[src/rtl/efw_pkg.sv]
// Shared constants, types and constant functions for the exposure-fusion weight block.
// No dependencies; used by every module under rtl/.
package efw_pkg;

  // 27 * 255^2, scale of the channel deviation sum
  localparam logic [20:0] SAT_K     = 21'd1755675;
  localparam int          SAT_BITS  = 15;
  // log2(e) in Q.16 and 2 * 255^2
  localparam logic [16:0] LOG2E_Q16 = 17'd94548;
  localparam logic [16:0] SIG_SCALE = 17'd130050;

  localparam int G_BITS     = 25;
  localparam int N_BITS     = 30;
  localparam int NL_BITS    = 21;
  localparam int FRAC_STEPS = 16;

  localparam logic [31:0] ONE_Q30    = 32'h4000_0000;
  localparam logic [31:0] TWO_Q30    = 32'h8000_0000;
  localparam logic [13:0] EXP_ZERO_Q = 14'd17;

  // alignment delays between the parallel branches
  localparam int CON_DLY    = 15;
  localparam int G_DLY      = 7;
  localparam int ZERO_DLY   = 18;
  localparam int EXPO_DLY   = 9;
  localparam int SAT_DLY    = 38;
  localparam int PIPE_DEPTH = 57;

  typedef enum logic [2:0] {
    CFG_EXPO_MEAN  = 3'd0,
    CFG_EXPO_SIGMA = 3'd1,
    CFG_SAT_EXP    = 3'd2,
    CFG_CON_EXP    = 3'd3,
    CFG_EXPO_EXP   = 3'd4
  } cfg_reg_t;

  typedef struct packed {
    logic [15:0] weight;
    logic [15:0] saturation;
    logic [15:0] exposedness;
  } result_t;

  typedef logic [31:0] root_tab_t [FRAC_STEPS];

  function automatic logic [63:0] isqrt64(input logic [63:0] val);
    logic [63:0] v;
    logic [63:0] r;
    logic [63:0] pw;
    v  = val;
    r  = '0;
    pw = 64'h4000_0000_0000_0000;
    for (int i = 0; i < 32; i++) begin
      if (v >= r + pw) begin
        v = v - (r + pw);
        r = (r >> 1) + pw;
      end else begin
        r = r >> 1;
      end
      pw = pw >> 2;
    end
    return r;
  endfunction

  // 2^(2^-k) in Q2.30, k = 1..16, each from the truncated previous root
  function automatic root_tab_t root_table();
    root_tab_t   tab;
    logic [63:0] c;
    c = isqrt64(64'd1 << 61);
    for (int k = 0; k < FRAC_STEPS; k++) begin
      tab[k] = c[31:0];
      c = isqrt64(c << 30);
    end
    return tab;
  endfunction

  localparam root_tab_t ROOT_TAB = root_table();

endpackage

[src/rtl/efw_front.sv]
// Front stages: channel deviations, squares, sums and the scaled exposure numerator.
// Depends on efw_pkg. Four register stages, all advanced by en.
module efw_front (
  input  logic        clk,
  input  logic        en,
  input  logic [7:0]  red,
  input  logic [7:0]  green,
  input  logic [7:0]  blue,
  input  logic [15:0] contrast,
  input  logic [7:0]  expo_mean,
  output logic [18:0] dsum,
  output logic [50:0] num,
  output logic [15:0] con
);

  logic [7:0]  ch [3];
  logic [9:0]  sum3;
  logic [15:0] am;
  logic [8:0]  ds_c [3];
  logic [15:0] de_c [3];

  logic [8:0]  ds_q  [3];
  logic [15:0] de_q  [3];
  logic [17:0] dss_q [3];
  logic [31:0] des_q [3];
  logic [18:0] dsum3;
  logic [33:0] d2sum;
  logic [15:0] con1, con2, con3;

  assign ch[0] = red;
  assign ch[1] = green;
  assign ch[2] = blue;
  assign sum3  = {2'd0, red} + {2'd0, green} + {2'd0, blue};
  assign am    = {expo_mean, 8'd0} - {8'd0, expo_mean};

  always_comb begin
    logic [9:0]  tx;
    logic [9:0]  dv;
    logic [15:0] ad;
    for (int i = 0; i < 3; i++) begin
      tx = {1'b0, ch[i], 1'b0} + {2'd0, ch[i]};
      dv = (tx >= sum3) ? (tx - sum3) : (sum3 - tx);
      ds_c[i] = dv[8:0];
      ad = {ch[i], 8'd0};
      de_c[i] = (ad >= am) ? (ad - am) : (am - ad);
    end
  end

  always_ff @(posedge clk) begin
    if (en) begin
      for (int i = 0; i < 3; i++) begin
        ds_q[i]  <= ds_c[i];
        de_q[i]  <= de_c[i];
        dss_q[i] <= {9'd0, ds_q[i]} * {9'd0, ds_q[i]};
        des_q[i] <= {16'd0, de_q[i]} * {16'd0, de_q[i]};
      end
      con1  <= contrast;
      con2  <= con1;
      dsum3 <= {1'b0, dss_q[0]} + {1'b0, dss_q[1]} + {1'b0, dss_q[2]};
      d2sum <= {2'd0, des_q[0]} + {2'd0, des_q[1]} + {2'd0, des_q[2]};
      con3  <= con2;
      dsum  <= dsum3;
      num   <= {17'd0, d2sum} * {34'd0, efw_pkg::LOG2E_Q16};
      con   <= con3;
    end
  end

endmodule

[config.mk]
export PLATFORM = sky130hd
export DESIGN_NAME = efw_front
export DESIGN_NICKNAME = d
export VERILOG_FILES = /design/src/rtl/efw_pkg.sv /design/src/rtl/efw_front.sv
export SDC_FILE = /design/constraint.sdc
export NUM_CORES = 2
export LEC_CHECK = 0
export BUFFER_PORTS_ARGS = -buffer_cell sky130_fd_sc_hd__buf_2
export CELL_PAD_IN_SITES_DETAIL_PLACEMENT = 1
export CELL_PAD_IN_SITES_GLOBAL_PLACEMENT = 1
export CORE_MARGIN = 1
export CORE_UTILIZATION = 40
export CTS_BUF_LIST = sky130_fd_sc_hd__clkbuf_2 sky130_fd_sc_hd__clkbuf_4 sky130_fd_sc_hd__clkbuf_8
export DETAILED_ROUTE_END_ITERATION = 7
export PLACE_DENSITY_LB_ADDON = 0.1
export SLEW_MARGIN = 5
export SYNTH_ARGS = -nofsm -noshare
export SYNTH_HDL_FRONTEND = slang
export SYNTH_SLANG_ARGS = --single-unit
[constraint.sdc]
create_clock -name clk -period 6.2 [get_ports clk]
set_input_delay 0.62 -clock clk [delete_from_list [all_inputs] [get_ports clk]]
set_output_delay 0.62 -clock clk [all_outputs]
set_load 0.01 [all_outputs]
==> results.ini <==
[detailed_routing]
ant_nets=0
vias=40022
drt-pass1-iter-count=5
wirelength_um=152000
drt_iter0_drc=1595
route.detailed.drc=0
vias_per_cell=4.95
wl_per_cell_um=18.8

[floorplan]
dieArea_um2=145000
coreArea_um2=142000
die_height_um=381
start_util=0.405
row_count=138
die_w_um=381
io_pins=136

[outcome]
violations=negative setup slack
status=finished, violations left

[placed_design]
postPlaceCellArea_um2=62600
dp_hpwl_um=128000
portBuffers=133
place.gp.congestion=0.853
dp_slack_ns=-0.238

[clocking]
path_clk_slew_ns=0.07
cts_buffer_depth=3
cts_made_buffers=81
cts_tree=done
clkLatencyLatePin_ns=0.81
root_buffer=clkbuf_8
htreeDepth=3
clock-sinks=398

[timing]
finalClockSkew_ns=0.0706
rsz0062_at_grt=yes
tightestPinTransition_ns=1.12
setup_viol=1
fin_crit_ns=6.20
fmax_mhz=161
fin_crit_sh=1.00
slew_headroom=0.251
setup_slack_ns=-0.00221
final-max-slew-violation-count=0
hold_viol=0

[cells_and_area]
drive_above_1_share=0.136
fin_area_um2=65900
area_growth_pct=14.8
nNetsFinal=7813

[global_route]
antenna_found_initial=17
grt_start_max_net_pins=146
grt_first_pass_wirelength_um=243000
overflow=0
track_usage=0.214
grt_pass1_vias=44416

[synth]
ys_types=78
ys.flop_type=edfxtp_1
avgSynthCellArea_um2=10.2
ys_ff_latch=398
synth_edf_count=398
yosysWarnings=0
syn_inst=5609
syn_area_um2=57400
ys_async_sr_fraction=0
ys_seq_area_frac=0.208

[worst_hold_path]
hold_path_class=in -> reg
whs_path_depth=1

[worst_setup_path]
worstPathRequired_ns=6.70
arrival_ns=6.70
end_kind=flip-flop
criticalPathCategory=reg -> reg
crit_fanout=5
startpoint_type=flip-flop
reg2reg_depth=21

[flow_run]
max_cap_viol_count=0

per-stage QoR:
step	utilization	TNS [ns]	cells	hold WS (ns)
2_1_floorplan	-	0	5617	0.400
3_3_place_gp	0.441	-1.09	7858	0.401
3_5_place_dp	0.441	-1.39	7858	0.406
4_1_cts	0.458	-0.00729	8042	0.185
5_1_grt	0.464	-2.24	8087	0.225
6_report	0.464	-0.00221	8089	0.278
sequential cells by signal (all words and copies together), names as in the netlist, 19 cells and up:
name and flops:
ds_q 27, num 48, dsum3 19, dsum 19, dss_q 51, de_q 46, d2sum 33, des_q 91
worst max-delay path, cell delays in order, from the launching register on:
cell and delay (ns):
edfxtp_1 0.54, buf_6 0.20, buf_4 0.13, fa_1 0.54, inv_2 0.04, fa_1 0.47
inv_1 0.05, fa_1 0.50, fa_1 0.43, fa_1 0.50, inv_2 0.04, fa_1 0.48
inv_2 0.05, ha_4 0.24, a21o_1 0.22, a2111oi_4 0.34, nor3_2 0.09, o21a_1 0.20
o31a_1 0.31, a31oi_2 0.23, nor3_1 0.07, a311o_1 0.27
cell type report:
| cell class | instances | area [um^2] |
|---|---|---|
| Sequential cell | 398 | 12000 |
| Clock buffer | 97 | 1240 |
| Antenna cell | 6 | 15.0 |
| Timing Repair Buffer | 532 | 3970 |
| Multi-Input combinational cell | 3827 | 41000 |
| Fill cell | 15891 | 76000 |
| Clock inverter | 50 | 493 |
| Inverter | 1289 | 4840 |
| Tap cell | 1890 | 2360 |
path summary, 6_finish.rpt:
path / from / endpoint / slack [ns]
setup / recovery: de_q[0][38] / des_q[0][91] / -0.002
hold / removal: expo_mean[0] / de_q[0][32] / 0.28
setup reg to reg: de_q[0][38] / des_q[0][91] / -0.002
hold reg to reg: con1[10] / con2[10] / 0.39
logic make-up (layout without fill, tap and decap cells):
kind of cell	Yosys count	count (layout)	share of synthesized area
xor gates and xnor gates	318	318	0.0485
and+or+nand+nor	1045	1045	0.0894
AOI/OAI and AO/OA	765	765	0.0868
muxes	56	56	0.0101
buffers and inverters	1392	1968	0.0917
DFF	398	398	0.208
adders and majority gates	1634	1634	0.465
other	1	15	0.0000653
Yosys cell counts (37+ instances only):
| cell type | n | area [um^2] |
|---|---|---|
| a211oi_1 | 37 | 278 |
| a21o_1 | 106 | 796 |
| a21oi_1 | 242 | 1210 |
| and2_1 | 220 | 1380 |
| clkbuf_1 | 91 | 342 |
| edfxtp_1 | 398 | 12000 |
| fa_1 | 835 | 16700 |
| ha_1 | 799 | 10000 |
| inv_1 | 1288 | 4830 |
| mux2i_1 | 40 | 400 |
| nand2_1 | 344 | 1290 |
| nand2b_1 | 38 | 238 |
| nand3_1 | 45 | 225 |
| nor2_1 | 194 | 728 |
| nor2b_1 | 48 | 300 |
| nor3_1 | 40 | 200 |
| o21ai_0 | 125 | 626 |
| o21bai_1 | 58 | 435 |
| xnor2_1 | 221 | 1940 |
| xor2_1 | 97 | 850 |
what timing repair did:
item                                    4_1_cts  5_1_grt
cloned                                        0        1
endpoints found under the hold margin        16        0
endpoints found under the setup margin       18       39
buffers inserted                             22       43
hold buffers                                 16        0
pin swaps                                    38       87
gates resized for setup                      72      139
per-layer routing:
metal | track usage | wire [um]
met1 | 0.291 | 70700
met2 | 0.361 | 73000
met3 | 0.0266 | 4760
met4 | 0.0512 | 3700
met5 | 0 | 26
placed cells by master (no fill, tap or decap), drive strengths merged, types with 17 or more instances in the layout:
cell	n
inv	1291
fa	835
ha	799
buf	515
edfxtp	398
nand2	344
a21oi	245
xnor2	221
and2	221
nor2	194
o21ai	129
a21o	106
clkbuf	98
xor2	97
o21bai	58
nor2b	48
nand3	45
mux2i	40
nor3	40
nand2b	38
a211oi	37
clkinv	36
and3	35
o21a	28
or3	21
a21boi	17
Power is not shown: default switching activity piles up to over one toggle a cycle in this logic, so the estimate is an artifact.
