===== src/rtl/efw_pkg.sv =====
// Shared constants, types and constant functions for the exposure-fusion weight block.
// No dependencies; used by every module under rtl/.
package efw_pkg;

  // 27 * 255^2, scale of the channel deviation sum
  localparam logic [20:0] SAT_K     = 21'd1755675;
  localparam int          SAT_BITS  = 15;
  // log2(e) in Q.16 and 2 * 255^2
  localparam logic [16:0] LOG2E_Q16 = 17'd94548;
  localparam logic [16:0] SIG_SCALE = 17'd130050;

  localparam int G_BITS     = 25;
  localparam int N_BITS     = 30;
  localparam int NL_BITS    = 21;
  localparam int FRAC_STEPS = 16;

  localparam logic [31:0] ONE_Q30    = 32'h4000_0000;
  localparam logic [31:0] TWO_Q30    = 32'h8000_0000;
  localparam logic [13:0] EXP_ZERO_Q = 14'd17;

  // alignment delays between the parallel branches
  localparam int CON_DLY    = 15;
  localparam int G_DLY      = 7;
  localparam int ZERO_DLY   = 18;
  localparam int EXPO_DLY   = 9;
  localparam int SAT_DLY    = 38;
  localparam int PIPE_DEPTH = 57;

  typedef enum logic [2:0] {
    CFG_EXPO_MEAN  = 3'd0,
    CFG_EXPO_SIGMA = 3'd1,
    CFG_SAT_EXP    = 3'd2,
    CFG_CON_EXP    = 3'd3,
    CFG_EXPO_EXP   = 3'd4
  } cfg_reg_t;

  typedef struct packed {
    logic [15:0] weight;
    logic [15:0] saturation;
    logic [15:0] exposedness;
  } result_t;

  typedef logic [31:0] root_tab_t [FRAC_STEPS];

  function automatic logic [63:0] isqrt64(input logic [63:0] val);
    logic [63:0] v;
    logic [63:0] r;
    logic [63:0] pw;
    v  = val;
    r  = '0;
    pw = 64'h4000_0000_0000_0000;
    for (int i = 0; i < 32; i++) begin
      if (v >= r + pw) begin
        v = v - (r + pw);
        r = (r >> 1) + pw;
      end else begin
        r = r >> 1;
      end
      pw = pw >> 2;
    end
    return r;
  endfunction

  // 2^(2^-k) in Q2.30, k = 1..16, each from the truncated previous root
  function automatic root_tab_t root_table();
    root_tab_t   tab;
    logic [63:0] c;
    c = isqrt64(64'd1 << 61);
    for (int k = 0; k < FRAC_STEPS; k++) begin
      tab[k] = c[31:0];
      c = isqrt64(c << 30);
    end
    return tab;
  endfunction

  localparam root_tab_t ROOT_TAB = root_table();

endpackage


===== src/rtl/efw_div.sv =====
// Restoring divider for -log2 of exposedness, quotient clamped to G_BITS.
// Depends on efw_pkg. One overflow stage, then one quotient bit per stage.
module efw_div (
  input  logic        clk,
  input  logic        en,
  input  logic [50:0] num,
  input  logic [32:0] divisor,
  output logic [24:0] g
);

  logic [50:0] rem0;
  logic        ovf0;
  logic [50:0] rem_q [efw_pkg::G_BITS];
  logic [24:0] quo_q [efw_pkg::G_BITS];
  logic        ovf_q [efw_pkg::G_BITS];

  always_ff @(posedge clk) begin
    if (en) begin
      rem0 <= num;
      ovf0 <= {7'd0, num} >= {divisor, 25'd0};
    end
  end

  for (genvar j = 0; j < efw_pkg::G_BITS; j++) begin : g_step
    localparam int B = efw_pkg::G_BITS - 1 - j;
    logic [50:0] rem_in;
    logic [24:0] quo_in;
    logic        ovf_in;
    logic [57:0] sh;

    if (j == 0) begin : g_first
      assign rem_in = rem0;
      assign quo_in = '0;
      assign ovf_in = ovf0;
    end else begin : g_next
      assign rem_in = rem_q[j-1];
      assign quo_in = quo_q[j-1];
      assign ovf_in = ovf_q[j-1];
    end

    assign sh = {25'd0, divisor} << B;

    always_ff @(posedge clk) begin
      if (en) begin
        ovf_q[j] <= ovf_in;
        if ({7'd0, rem_in} >= sh) begin
          rem_q[j] <= rem_in - sh[50:0];
          quo_q[j] <= quo_in | (25'd1 << B);
        end else begin
          rem_q[j] <= rem_in;
          quo_q[j] <= quo_in;
        end
      end
    end
  end

  assign g = ovf_q[efw_pkg::G_BITS-1] ? '1 : quo_q[efw_pkg::G_BITS-1];

endmodule


===== config.mk =====
export PLATFORM = sky130hd
export DESIGN_NAME = efw_div
export DESIGN_NICKNAME = d
export VERILOG_FILES = /design/src/rtl/efw_pkg.sv /design/src/rtl/efw_div.sv
export SDC_FILE = /design/constraint.sdc
export NUM_CORES = 2
export LEC_CHECK = 0
export BUFFER_PORTS_ARGS = -buffer_cell sky130_fd_sc_hd__buf_2
export CAP_MARGIN = 0
export CORE_ASPECT_RATIO = 0.6
export CORE_UTILIZATION = 48
export DETAILED_ROUTE_END_ITERATION = 10
export GPL_ROUTABILITY_DRIVEN = 0
export HOLD_SLACK_MARGIN = 0.12
export PLACE_DENSITY = 0.69
export SLEW_MARGIN = 20
export SYNTH_ARGS = -nofsm -noshare
export SYNTH_HDL_FRONTEND = slang
export SYNTH_SLANG_ARGS = --single-unit

===== constraint.sdc =====
create_clock -name clk -period 6.39 [get_ports clk]
set_clock_uncertainty 0.1 [all_clocks]
set_input_delay 0.639 -clock clk [delete_from_list [all_inputs] [get_ports clk]]
set_output_delay 0.639 -clock clk [all_outputs]
set_load 0.02 [all_outputs]

==> results.py <==
metrics = {
    "clock_tree": {
        "cts-root-buf": "clkbuf_16",
        "clockBufferDepth": 4,
        "htreeDepth": 4,
        "cts_sinks": 1626,
        "cts_made_buffers": 160,
        "postCtsSetupBuffers": 0,
        "clock_latency_ns": 0.87,
        "cts_resized": 0,
        "clkTransAtPathRegs_ns": 0.07,
        "cts_tree": "built",
    },
    "layout": {
        "areaGrowthSynthToFinish_pct": 9.93,
        "multiInputGateArea_mm2": 0.0525,
        "register_area_mm2": 0.0488,
        "nFillCells": 18200,
        "drive_gt1_frac": 0.0797,
        "layoutNonFillerInstCount": 13000,
        "finalNetCount": 11000,
        "fin_area_mm2": 0.114,
    },
    "synthesis": {
        "synth_largest_area_cell": "edfxtp_1",
        "postSynthCellCount": 9868,
        "syn_avg_cell_area_um2": 10.5,
        "synth_common_cells": "1,626 x edfxtp_1, 1,037 x nand2_1, 886 x o21ai_0",
        "yosys-top-cells-area": "edfxtp_1 47%, ha_1 10%, o21ai_0 4.3%",
        "synthArstFlopShare": 0,
        "synth_cell_type_count": 101,
        "netlist.area_leader.share": 0.472,
        "yosysMostFrequentCell": "edfxtp_1",
        "netlist_area_mm2": 0.103,
        "synth-seq-cells": 1626,
        "ys.flop_type": "edfxtp_1",
        "synth_edf_count": 1626,
        "synth_nets": 10800,
        "yosysWarnings": 0,
        "synth_seq_area_share": 0.472,
    },
    "power": {
        "combPwrFrac": 0.458,
        "power.switching_mw": 20.6,
        "clkPwrFrac": 0.190,
        "powerDensity_mw_per_mm2": 455,
        "p_int_mw": 31.1,
        "vdd_drop_max_mv": 0.234,
        "p_seq_frac": 0.352,
        "p_leak_nw": 43.5,
        "swShare": 0.399,
    },
    "worst_setup_path": {
        "crit_path_start_kind": "input port",
        "rr_startpoint": "rem_q[0][373]",
        "critPathLaunch": "divisor[10]",
        "cp-end-kind": "register",
        "worstPathRequired_ns": 6.86,
        "cp.arrival_ns": 5.40,
        "worstPathMaxFanout": 16,
        "worstSetupPathType": "input port to register",
    },
    "die": {
        "die_h_um": 362,
        "die-area_mm2": 0.217,
        "start_util": 0.485,
        "core-area_mm2": 0.213,
        "ios": 111,
        "core.rowCount": 131,
        "die_w_um": 601,
    },
    "global_routing": {
        "grt_start_max_net_pins": 152,
        "grt_overflow": 0,
        "grt_pass1_wl_mm": 454,
        "grt_usage": 0.270,
        "grt_pass1_vias": 74200,
        "antenna_found_initial": 19,
    },
    "sta": {
        "drv_slew": 0,
        "slew-limit-headroom": 0.226,
        "fin_hold_ws_ns": 0.312,
        "rsz0062_at_grt": "no",
        "clock.fmax_mhz": 203,
        "layout_min_cycle_time_ns": 4.93,
        "fin_setup_tns_ns": 0,
        "finalHoldViolCount": 0,
        "finalSetupViolations": 0,
        "worst_slack_ns": 1.46,
        "worst_pin_slew_ns": 1.16,
        "period_share": 0.771,
    },
    "drt": {
        "drtIter0Drc": 11200,
        "wirelength_mm": 305,
        "firstDrtPassIters": 8,
        "wl_per_cell_um": 23.4,
        "vias": 82000,
        "antenna_left": 0,
        "viasPerCell": 6.30,
        "drc": 0,
    },
    "hold_path": {
        "hp-class": "register to register",
        "min_from": "quo_q[1][197]",
    },
    "job": {
        "cap_viol_max_count": 0,
    },
    "placement": {
        "port_buffers": 110,
        "dpl.hpwl_mm": 228,
        "dp_cells": 12700,
        "dpl_cell_area_mm2": 0.108,
        "pre_cts_ws_ns": 0.839,
    },
    "run_status": {
        "outcome": "finished clean",
    },
}
==> routing by layer <==
layer / up-vias / share of wire / track usage
met3: 502 / 0.14 / 0.0852
li1: 37700 / - / -
met5: - / 0.00032 / 0
met4: 14 / 0.023 / 0.0611
met2: 4588 / 0.37 / 0.349
met1: 39200 / 0.46 / 0.428
==> what timing repair did <==
item	CTS	global route
endpoints found under the hold margin	71	0
setup endpoints to repair	0	0
hold buffers	53	0
==> cells in the final DEF (no fill, tap or decap), drive strengths merged, types with 27 or more instances in the layout <==
cell type / n
a211oi: 61
a21boi: 37
a21o: 501
a21oi: 800
a31oi: 67
and2: 49
and3: 70
and4: 27
buf: 259
clkbuf: 186
clkinv: 57
dlygate4sd3: 53
edfxtp: 1626
ha: 830
inv: 277
mux2: 168
nand2: 1037
nand2b: 120
nand3: 187
nand4: 170
nor2: 547
nor2b: 99
nor3: 153
nor4: 136
nor4b: 29
o211ai: 41
o21a: 107
o21ai: 903
o21bai: 106
o31ai: 53
or2: 62
or3: 65
or4: 35
xnor2: 432
xor2: 367
==> worst paths after layout <==
check | to | slack [ns] | cells after the start
worst min register to register | quo_q[2][22] | 0.31 | 0
worst max register to register | rem_q[1][46] | 1.56 | 14
worst min-delay path | quo_q[2][22] | 0.31 | 0
worst max-delay path | rem_q[2][389] | 1.46 | 13
==> power by group through the flow <==
stage	clock (mW)	combinational [mW]	sequential (mW)
6_report	9.84	23.7	18.2
3_5_place_dp	0	22.8	18.2
2_1_floorplan	0	17.6	17.1
5_1_grt	10.4	25.8	18.4
4_1_cts	9.96	23.0	18.1
3_3_place_gp	0	22.1	18.2
==> state kept, by name, summed over array words and instances (netlist names) <==
name and cells:
ovf_q 25, g_step.rem_in 51, quo_q 325, rem_q 1224, g_step.ovf_in 1
==> worst max-delay path, stage by stage <==
cell,delay [ns]
buf_2,0.11
inv_2,0.42
buf_4,0.53
ha_1,0.38
nor2b_1,0.15
o21ai_0,0.50
a21oi_1,0.21
o31ai_1,0.82
a21oi_1,0.17
nor2_1,0.20
nor3_1,0.12
or3_1,0.71
mux2_2,0.39
==> kinds of logic (layout without fill, tap and decap cells) <==
logic type      count (synthesis)  count (layout)  share of synthesized area
compound gates               2953            2953                      0.178
simple gates                 2869            2869                      0.135
flops                        1626            1626                      0.472
fa+ha+maj                     854             854                      0.105
xor+xnor                      799             799                     0.0676
buf+inv                       581             862                     0.0222
mux                           186             186                     0.0205
other cells                     0               6                          0
==> final cells by class <==
| cell class | count | share of cell area |
|---|---|---|
| diodes | 6 | 0.000132 |
| multi-input cells | 7661 | 0.462 |
| inverters | 273 | 0.00901 |
| well taps | 2859 | 0.0315 |
| clock buffers | 186 | 0.0366 |
| clock inverters | 91 | 0.00926 |
| repair buffers | 312 | 0.0222 |
| flip-flops and latches | 1626 | 0.429 |
==> metrics by stage <==
stage          power [mW]   util
2_1_floorplan        34.6      -
3_3_place_gp         40.3  0.506
3_5_place_dp         41.0  0.506
4_1_cts              51.0  0.533
5_1_grt              54.6  0.533
6_report             51.8  0.533
(Power assumes the default switching activity.)
