`src/rtl/efw_pkg.sv`:
```
// Shared constants, types and constant functions for the exposure-fusion weight block.
// No dependencies; used by every module under rtl/.
package efw_pkg;

  // 27 * 255^2, scale of the channel deviation sum
  localparam logic [20:0] SAT_K     = 21'd1755675;
  localparam int          SAT_BITS  = 15;
  // log2(e) in Q.16 and 2 * 255^2
  localparam logic [16:0] LOG2E_Q16 = 17'd94548;
  localparam logic [16:0] SIG_SCALE = 17'd130050;

  localparam int G_BITS     = 25;
  localparam int N_BITS     = 30;
  localparam int NL_BITS    = 21;
  localparam int FRAC_STEPS = 16;

  localparam logic [31:0] ONE_Q30    = 32'h4000_0000;
  localparam logic [31:0] TWO_Q30    = 32'h8000_0000;
  localparam logic [13:0] EXP_ZERO_Q = 14'd17;

  // alignment delays between the parallel branches
  localparam int CON_DLY    = 15;
  localparam int G_DLY      = 7;
  localparam int ZERO_DLY   = 18;
  localparam int EXPO_DLY   = 9;
  localparam int SAT_DLY    = 38;
  localparam int PIPE_DEPTH = 57;

  typedef enum logic [2:0] {
    CFG_EXPO_MEAN  = 3'd0,
    CFG_EXPO_SIGMA = 3'd1,
    CFG_SAT_EXP    = 3'd2,
    CFG_CON_EXP    = 3'd3,
    CFG_EXPO_EXP   = 3'd4
  } cfg_reg_t;

  typedef struct packed {
    logic [15:0] weight;
    logic [15:0] saturation;
    logic [15:0] exposedness;
  } result_t;

  typedef logic [31:0] root_tab_t [FRAC_STEPS];

  function automatic logic [63:0] isqrt64(input logic [63:0] val);
    logic [63:0] v;
    logic [63:0] r;
    logic [63:0] pw;
    v  = val;
    r  = '0;
    pw = 64'h4000_0000_0000_0000;
    for (int i = 0; i < 32; i++) begin
      if (v >= r + pw) begin
        v = v - (r + pw);
        r = (r >> 1) + pw;
      end else begin
        r = r >> 1;
      end
      pw = pw >> 2;
    end
    return r;
  endfunction

  // 2^(2^-k) in Q2.30, k = 1..16, each from the truncated previous root
  function automatic root_tab_t root_table();
    root_tab_t   tab;
    logic [63:0] c;
    c = isqrt64(64'd1 << 61);
    for (int k = 0; k < FRAC_STEPS; k++) begin
      tab[k] = c[31:0];
      c = isqrt64(c << 30);
    end
    return tab;
  endfunction

  localparam root_tab_t ROOT_TAB = root_table();

endpackage

```
`src/rtl/efw_sqrt.sv`:
```
// Saturation root: largest s with s^2 * K <= D * 2^32, one result bit per stage.
// Depends on efw_pkg.
module efw_sqrt (
  input  logic        clk,
  input  logic        en,
  input  logic [18:0] dsum,
  output logic [14:0] sat
);

  logic [50:0] rem_q  [efw_pkg::SAT_BITS];
  logic [36:0] acc_q  [efw_pkg::SAT_BITS];
  logic [14:0] root_q [efw_pkg::SAT_BITS];

  for (genvar j = 0; j < efw_pkg::SAT_BITS; j++) begin : g_step
    localparam int B = efw_pkg::SAT_BITS - 1 - j;
    logic [50:0] rem_in;
    logic [36:0] acc_in;
    logic [14:0] root_in;
    logic [52:0] trial;

    if (j == 0) begin : g_first
      assign rem_in  = {dsum, 32'd0};
      assign acc_in  = '0;
      assign root_in = '0;
    end else begin : g_next
      assign rem_in  = rem_q[j-1];
      assign acc_in  = acc_q[j-1];
      assign root_in = root_q[j-1];
    end

    assign trial = ({16'd0, acc_in} << (B + 1)) + ({32'd0, efw_pkg::SAT_K} << (2 * B));

    always_ff @(posedge clk) begin
      if (en) begin
        if ({2'd0, rem_in} >= trial) begin
          rem_q[j]  <= rem_in - trial[50:0];
          acc_q[j]  <= acc_in + ({16'd0, efw_pkg::SAT_K} << B);
          root_q[j] <= root_in | (15'd1 << B);
        end else begin
          rem_q[j]  <= rem_in;
          acc_q[j]  <= acc_in;
          root_q[j] <= root_in;
        end
      end
    end
  end

  assign sat = root_q[efw_pkg::SAT_BITS-1];

endmodule

```
`config.mk`:
```
export PLATFORM = sky130hd
export DESIGN_NAME = efw_sqrt
export DESIGN_NICKNAME = d
export VERILOG_FILES = /design/src/rtl/efw_pkg.sv /design/src/rtl/efw_sqrt.sv
export SDC_FILE = /design/constraint.sdc
export NUM_CORES = 2
export LEC_CHECK = 0
export ABC_AREA = 0
export BUFFER_PORTS_ARGS = -buffer_cell sky130_fd_sc_hd__buf_2
export CORE_MARGIN = 3
export CORE_UTILIZATION = 50
export CTS_BUF_LIST = sky130_fd_sc_hd__clkbuf_16
export DETAILED_ROUTE_END_ITERATION = 10
export GPL_TIMING_DRIVEN = 0
export PLACE_DENSITY_LB_ADDON = 0.12
export SYNTH_ARGS = -nofsm -noshare
export SYNTH_HDL_FRONTEND = slang
export SYNTH_SLANG_ARGS = --single-unit
```
`constraint.sdc`:
```
create_clock -name clk -period 9.25 [get_ports clk]
set_input_delay 1.85 -clock clk [delete_from_list [all_inputs] [get_ports clk]]
set_output_delay 1.85 -clock clk [all_outputs]
set_load 0.05 [all_outputs]
```
==> impl_metrics.py <==
metrics = {
    "outcome": {
        "result_of_the_run": "completed",
    },
    "pwr": {
        "power_mw": 30.7,
        "leakagePower_nw": 28.0,
        "power.clock.fraction": 0.143,
        "seq_power_share": 0.284,
        "p_comb_frac": 0.573,
        "power_report.internal_total_mw": 17.2,
        "sw_frac_of_total": 0.440,
        "power-per-cell-area_nw_per_um2": 420,
        "p_switching_mw": 13.5,
        "max-vdd-ir-drop_v": 0.000248,
    },
    "timing": {
        "hold_violations": 0,
        "fin_tns_setup_ns": 0,
        "timing.final.ws_setup_ns": 2.33,
        "final_max_slew_viol_count": 0,
        "timing_worst_slew_pin_value_ns": 1.33,
        "maxSlewHeadroom": 0.114,
        "min_period_over_period": 0.748,
        "timing.final.crit_period_ns": 6.92,
        "finalClockSkew_ns": 0.0668,
        "rsz0062_at_grt": "no",
        "achievable-frequency_ghz": 0.145,
        "setup-violations-final": 0,
    },
    "clock_network": {
        "cts_max_path_buffers": 3,
        "clkLatencyLatePin_ns": 0.74,
        "clock_tree.htree_level_count": 3,
        "cts-resized-gates": 0,
        "cts_tree": "yes",
        "clock_sinks": 965,
        "postCtsSetupRepairBufs": 0,
        "cts_inserted_buffers": 108,
        "worst_setup_hold_path_clk_slew_ns": 0.06,
        "post_cts_hold_buffer_count": 0,
        "root_buffer": "sky130_fd_sc_hd__clkbuf_16",
    },
    "final_layout": {
        "stdcell_count": 8813,
        "final_cell_mix": "sky130_fd_sc_hd__edfxtp_1 (965), sky130_fd_sc_hd__nand2_1 (688), sky130_fd_sc_hd__nor2_1 (586)",
        "area_growth_syn_to_fin_pct": 9.50,
        "layout.cells.most_common": "sky130_fd_sc_hd__edfxtp_1",
        "drive_above_1_share": 0.0604,
        "nets": 7445,
    },
    "synth": {
        "synth_sequential_area_ratio": 0.434,
        "ys_seq_elements": 965,
        "synth-edff-count": 965,
        "netlist_instances": 6807,
        "syn-cell-area_um2": 66700,
        "syn_avg_cell_area_um2": 9.80,
        "yosysTopAreaCell": "sky130_fd_sc_hd__edfxtp_1",
        "yosys_warnings": 0,
        "synth_largest_type_area_fraction": 0.434,
        "top_cells_by_area_synth": "sky130_fd_sc_hd__edfxtp_1 (43%), sky130_fd_sc_hd__ha_1 (8.4%), sky130_fd_sc_hd__xor2_1 (6.6%), sky130_fd_sc_hd__xnor2_1 (6.5%), sky130_fd_sc_hd__a21oi_1 (3.9%)",
        "synth_cell_types": 108,
        "synth-main-ff-cell": "sky130_fd_sc_hd__edfxtp_1",
        "synth_nets": 7289,
        "asyncSetResetFlopFracSynth": 0,
    },
    "floorplan": {
        "floorplan.initialDensity": 0.506,
        "die-area_um2": 138000,
        "die_outline_height_um": 371,
        "rows": 133,
        "ioPinCount": 36,
        "core_region_area_um2": 132000,
        "die_w_um": 371,
    },
    "placement": {
        "post_place_setup_slack_ns": 2.47,
        "place.gp.congestion": 0.938,
        "dpl.cell_count": 8608,
        "buffer_ports.inserted": 35,
        "hpwlAfterDp_um": 136000,
    },
    "global_routing": {
        "grt_start_max_net_pins": 72,
        "via_count_of_the_first_global_routing_pass": 48300,
        "grt-ovfl-total": 0,
        "global_route_total_usage_across_every_layer": 0.250,
        "grt_first_pass_wirelength_um": 271000,
        "number_of_antenna_violations_at_the_first_check_in_global_routing": 6,
    },
    "critical_path": {
        "worst_ep_arrival_time_ns": 7.40,
        "crit_path_start_kind": "flip-flop",
        "setup.worst_path.end_class": "flip-flop",
        "critPathRequiredTime_ns": 9.73,
        "timing.critical_path.fanout_max": 10,
        "critPathKind": "reg2reg",
    },
    "drt": {
        "num_vias": 50500,
        "drt.antenna.violating_nets": 0,
        "via_per_inst": 5.73,
        "route.detailed.wl_per_inst_um": 19.8,
        "number_of_iterations_in_the_first_detailed_routing_pass": 6,
        "initialDrtViolationCount": 3975,
        "drt_drc_violations_left": 0,
        "routed_wirelength_um": 174000,
    },
    "worst_hold_path": {
        "holdCritPathClass": "reg2reg",
    },
    "flow_run": {
        "max_cap_violations": 0,
    },
}
-- through the flow --
stage / instance area [um^2] / util / hold slack, ns
after CTS: 73100 / 0.554 / 0.398
after global placement: 69100 / 0.524 / 0.401
after global routing: 73100 / 0.554 / 0.408
after floorplan: 66700 / - / 0.400
after detailed placement: 69400 / 0.526 / 0.405
final: 73100 / 0.554 / 0.405
-- Yosys cell counts (all sizes together) (36+ instances only) --
| cell type | instances |
|---|---|
| or3 | 43 |
| nand3 | 165 |
| nand2b | 67 |
| a211oi | 51 |
| o21bai | 63 |
| inv | 210 |
| nand2 | 688 |
| and3 | 74 |
| xnor2 | 495 |
| a21oi | 531 |
| edfxtp | 965 |
| o211ai | 36 |
| buf | 77 |
| o21a | 80 |
| o31ai | 45 |
| nor2 | 589 |
| clkbuf | 244 |
| nor4 | 37 |
| nor2b | 72 |
| and2 | 49 |
| o21ai | 421 |
| or2 | 38 |
| xor2 | 505 |
| nor3 | 139 |
| a21o | 211 |
| ha | 450 |
| nand4 | 104 |
-- routing by layer --
metal,vias to the layer above,global-route usage,share of wire
li1,24900,-,-
met1,24200,0.351,0.46
met2,1198,0.408,0.46
met3,251,0.0314,0.052
met4,2,0.0674,0.026
met5,-,0,0.000075
-- critical path, stage by stage (launching register included) --
cell                       delay (ns)
sky130_fd_sc_hd__edfxtp_1        0.48
sky130_fd_sc_hd__inv_1           0.16
sky130_fd_sc_hd__ha_1            0.27
sky130_fd_sc_hd__o31ai_1         0.13
sky130_fd_sc_hd__a21o_1          0.22
sky130_fd_sc_hd__a311o_1         0.39
sky130_fd_sc_hd__a21o_1          0.21
sky130_fd_sc_hd__a211o_1         0.33
sky130_fd_sc_hd__and3_1          0.21
sky130_fd_sc_hd__clkbuf_1        0.19
sky130_fd_sc_hd__and2_1          0.25
sky130_fd_sc_hd__xnor2_1         0.15
sky130_fd_sc_hd__ha_1            0.27
sky130_fd_sc_hd__clkbuf_1        0.18
sky130_fd_sc_hd__a21o_1          0.19
sky130_fd_sc_hd__a21oi_1         0.29
sky130_fd_sc_hd__o211ai_1        0.15
sky130_fd_sc_hd__a21o_1          0.21
sky130_fd_sc_hd__o21ai_1         0.23
sky130_fd_sc_hd__nand3_1         0.16
sky130_fd_sc_hd__clkinv_1        0.30
sky130_fd_sc_hd__clkbuf_1        0.65
sky130_fd_sc_hd__clkbuf_1        0.67
sky130_fd_sc_hd__ha_1            0.36
-- area by class of cell --
| type | instances | area [um^2] |
|---|---|---|
| Tap cell | 1755 | 2200 |
| Buffer | 321 | 1400 |
| Inverter | 213 | 806 |
| Clock buffer | 109 | 2730 |
| Fill cell | 11900 | 58900 |
| Timing Repair Buffer | 46 | 463 |
| Multi-Input combinational cell | 5308 | 35600 |
| Antenna cell | 3 | 7.51 |
| Sequential cell | 965 | 29000 |
| Clock inverter | 93 | 901 |
-- sequential cells by signal (all words and copies together), names as in the netlist --
signal,flops
acc_q,364
rem_q,483
root_q,118
-- cell families (layout without fill, tap and decap cells) --
group / count (synthesis) / after routing / synth area share
other: 0 / 3 / 0
adders and majority gates: 461 / 461 / 0.0877
DFF: 965 / 965 / 0.434
AOI/OAI and AO/OA: 1665 / 1665 / 0.158
muxes: 21 / 21 / 0.00351
buffers and inverters: 534 / 782 / 0.0324
and+or+nand+nor: 2161 / 2161 / 0.153
xor gates and xnor gates: 1000 / 1000 / 0.131
-- power by group through the flow --
stage,combinational [mW],sequential (mW),clock [mW]
final,17.6,8.72,4.38
after global routing,19.6,8.87,4.65
after CTS,17.5,8.74,4.48
after detailed placement,17.4,8.82,0
after global placement,17.3,8.83,0
after floorplan,13.4,8.18,0
-- worst paths after layout --
path                       from            end  slack (ns)  cells past startpoint
setup / recovery  acc_q[1][152]  acc_q[1][187]        2.33                     23
hold / removal    root_q[1][62]  root_q[1][77]        0.41                      0
setup reg to reg  acc_q[1][152]  acc_q[1][187]        2.33                     23
hold reg to reg   root_q[1][62]  root_q[1][77]        0.41                      0
(Power assumes the default switching activity.)
